**src/rtl/core/smh_ram.sv**
```systemverilog
`default_nettype none

module smh_ram #(
	parameter int WIDTH = 32,
	parameter int DEPTH = 128
) (
	input  wire logic                     clk,
	input  wire logic                     wr_en,
	input  wire logic [$clog2(DEPTH)-1:0] wr_addr,
	input  wire logic [WIDTH-1:0]         wr_data,
	input  wire logic                     rd_en,
	input  wire logic [$clog2(DEPTH)-1:0] rd_addr,
	output logic      [WIDTH-1:0]         rd_data
);

	logic [WIDTH-1:0] mem [DEPTH];

	always_ff @(posedge clk) begin
		if (wr_en) begin
			mem[wr_addr] <= wr_data;
		end
		if (rd_en) begin
			rd_data <= mem[rd_addr];
		end
	end

endmodule

`default_nettype wire

```
**config.mk**
```make
export PLATFORM = sky130hd
export DESIGN_NAME = smh_ram
export DESIGN_NICKNAME = d
export VERILOG_FILES = /design/src/rtl/core/smh_ram.sv
export SDC_FILE = /design/constraint.sdc
export NUM_CORES = 2
export LEC_CHECK = 0
export BUFFER_PORTS_ARGS = -buffer_cell sky130_fd_sc_hd__buf_2
export CAP_MARGIN = 30
export CORE_AREA = 3 3 515 517
export CTS_BUF_LIST = sky130_fd_sc_hd__clkbuf_4 sky130_fd_sc_hd__clkbuf_8
export DETAILED_ROUTE_END_ITERATION = 10
export DIE_AREA = 0 0 518 520
export HOLD_SLACK_MARGIN = 0.05
export PLACE_DENSITY = 0.76
export SYNTH_ARGS = -nofsm -noshare
export SYNTH_HDL_FRONTEND = slang
export SYNTH_SLANG_ARGS = --single-unit
```
**constraint.sdc**
```tcl
create_clock -name clk -period 7 [get_ports clk]
set_clock_uncertainty 0.05 [all_clocks]
set_input_delay 1.05 -clock clk [delete_from_list [all_inputs] [get_ports clk]]
set_output_delay 1.05 -clock clk [all_outputs]
set_load 0.01 [all_outputs]
```
==> results.json <==
{
  "cts_max_path_buffers": 4,
  "worstHoldPathType": "input port to register",
  "synth.avg_cell_area_um2": 26.1,
  "power_frac_comb_pct": 5.2,
  "die_w_um": 518,
  "intPower_uw": 38400,
  "p_sw_share_pct": 21.8,
  "cts_tree": "built",
  "track_usage_pct": 30.1,
  "postCtsResizedCells": 0,
  "start_util_pct": 59.9,
  "num_rows": 188,
  "tightest_slew_ns": 1.09,
  "synth_area_leaders": "edfxtp_1 79%, mux4_2 19%, clkbuf_1 0.44%",
  "rsz0062_at_grt": "no",
  "synth_compound_area_share_pct": 0,
  "tns_ns": 0,
  "die_area_mm2": 0.269,
  "fin_crit_sh_pct": 55.2,
  "ioPinCount": 81,
  "via_count": 73100,
  "power_frac_clock_pct": 39.0,
  "coreArea_mm2": 0.262,
  "synthSimpleGateAreaFrac_pct": 0.445,
  "synth.top_cell.area_share_pct": 79.2,
  "synth-xor-area-share_pct": 0,
  "synthArstFlopShare_pct": 0,
  "synth_most_common_cell": "edfxtp_1",
  "cap_violations": 0,
  "power.switching_uw": 10700,
  "grt_pass1_wl_mm": 564,
  "hold_viol_final": 0,
  "clock_latency_ns": 1.08,
  "synth-seq-area-share_pct": 79.2,
  "drc": 0,
  "synth_mux_area_share_pct": 19.6,
  "drt_wl_total_mm": 402,
  "slew_headroom_pct": 27.6,
  "final_cells": 10600,
  "grt_overflow": 0,
  "synth_fp_nets": 6039,
  "drtAntennaViolNets": 0,
  "die_height_um": 520,
  "yosys_most_used_dff": "edfxtp_1",
  "htree_levels": 6,
  "wl_per_cell_um": 37.8,
  "crit_arrival_ns": 4.60,
  "syn_inst": 5990,
  "maxSlewViolCount": 0,
  "synth_edf_count": 4128,
  "required_ns": 7.74,
  "fmax_ghz": 0.259,
  "grt_pass1_vias": 74000,
  "cts_buffers": 629,
  "antenna_found_initial": 50,
  "fin_ws_ns": 3.13,
  "hpwlAfterDp_mm": 224,
  "p_leak_uw": 0.0541,
  "ys_warn_count": 0,
  "cts_hold_buf": 0,
  "drt-pass1-iter-count": 6,
  "worstSetupPathType": "input port to register",
  "fin_util_pct": 67.1,
  "synth.largest_area_cell": "edfxtp_1",
  "pwr-share-seq_pct": 55.8,
  "synth_top_family_by_area": "multiplexers",
  "clock_sinks": 4128,
  "post-cts-setup-buffers": 0,
  "gp_congestion": 0.803,
  "syn_area_mm2": 0.157,
  "cts.clk_slew.worst_paths_ns": 0.06,
  "outcome": "complete, no violations",
  "syn2layout_area_growth_pct": 12.1,
  "synthAdderAreaFrac_pct": 0,
  "ir_drop_v": 0.000205,
  "cp-end-kind": "register",
  "io_buffers": 80,
  "layout.nets": 6678,
  "finalSetupViolCount": 0,
  "synth_common_cells": "4128 x edfxtp_1, 1344 x mux4_2, 182 x clkbuf_1",
  "dpl.cell_count": 9508,
  "grt_max_degree": 102,
  "dp_slack_ns": 2.13,
  "via_per_inst": 6.88,
  "finalCriticalPeriod_ns": 3.87,
  "drive_above_1_share_pct": 39.1,
  "synth_seq_cells": 4128,
  "start_kind": "input port",
  "cts_root_buffer": "clkbuf_8",
  "synthDistinctLibCells": 16,
  "initialDrtViolationCount": 11900,
  "power_density_mw_per_mm2": 280,
  "path_max_fanout": 101
}
power groups by stage:
stage | clock network [uW] | logic [uW] | registers (uW)
2_1_floorplan | 0 | 1320 | 27900
3_3_place_gp | 0 | 2500 | 27900
3_5_place_dp | 0 | 2560 | 27900
4_1_cts | 19400 | 2560 | 27400
5_1_grt | 20400 | 2650 | 27400
6_report | 19200 | 2570 | 27400
path summary, 6_finish.rpt:
check | startpoint | endpoint | slack (ns) | depth (start not counted)
worst max-delay path | rd_addr[2] | rd_data[20] | 3.13 | 6
worst min-delay path | wr_data[3] | mem[76][3] | 0.39 | 1
worst max register to register | mem[85][15] | rd_data[15] | 4.21 | 4
worst min register to register | mem[114][10] | rd_data[10] | 1.17 | 4
metal layers:
metal  global-route usage [%]  wire, um  vias up
li1                         -         -    27800
met1                     41.5    135000    38900
met2                     46.6    194000     5554
met3                     7.42     51100      874
met4                     13.8     20900       20
met5                        0       134        -
cell families after synthesis:
logic type | after synthesis
buffers and inverters | 316
multiplexers | 1376
flip-flops | 4128
AND/OR/NAND/NOR | 170
worst max-delay path, cell delays in order:
cell and delay, ns:
buf_8 0.67, buf_12 0.45, mux4_2 0.42, mux4_2 0.66, mux4_2 0.65, mux2_2 0.31
through the flow:
step | power, uW | instance area (um2) | hold WS (ns)
2_1_floorplan | 29200 | 157000 | 1.10
3_3_place_gp | 30400 | 163000 | 1.14
3_5_place_dp | 30500 | 164000 | 1.16
4_1_cts | 49300 | 175000 | 0.307
5_1_grt | 50500 | 176000 | 0.348
6_report | 49100 | 176000 | 0.388
cell usage in the layout (no fill, tap or decap), drive strengths merged:
master,synthesis,layout
clkinv,0,199
nand2b,2,2
clkinvlp,0,15
clkbuf,182,821
bufinv,0,17
buf,134,324
nand3,12,12
nand4,3,3
diode,0,32
nor2b,7,7
nor3,9,9
nor2,122,122
mux2,32,32
nand2,14,14
inv,0,24
or3,1,1
edfxtp,4128,4128
mux4,1344,1344
registers in the layout, indices dropped and copies added, names as in the netlist:
name and cells:
mem 4096, rd_data 32
cell type report:
cell class                      instances  area [um2]
Tap cell                             3515        4400
Fill cell                           15200       86000
Timing Repair Buffer                  324        2990
Clock inverter                        255        1720
Antenna cell                           32        80.1
Multi-Input combinational cell       1546       32300
Sequential cell                      4128      124000
Clock buffer                          821       10200
No activity file was read; power rests on OpenSTA's default activity.
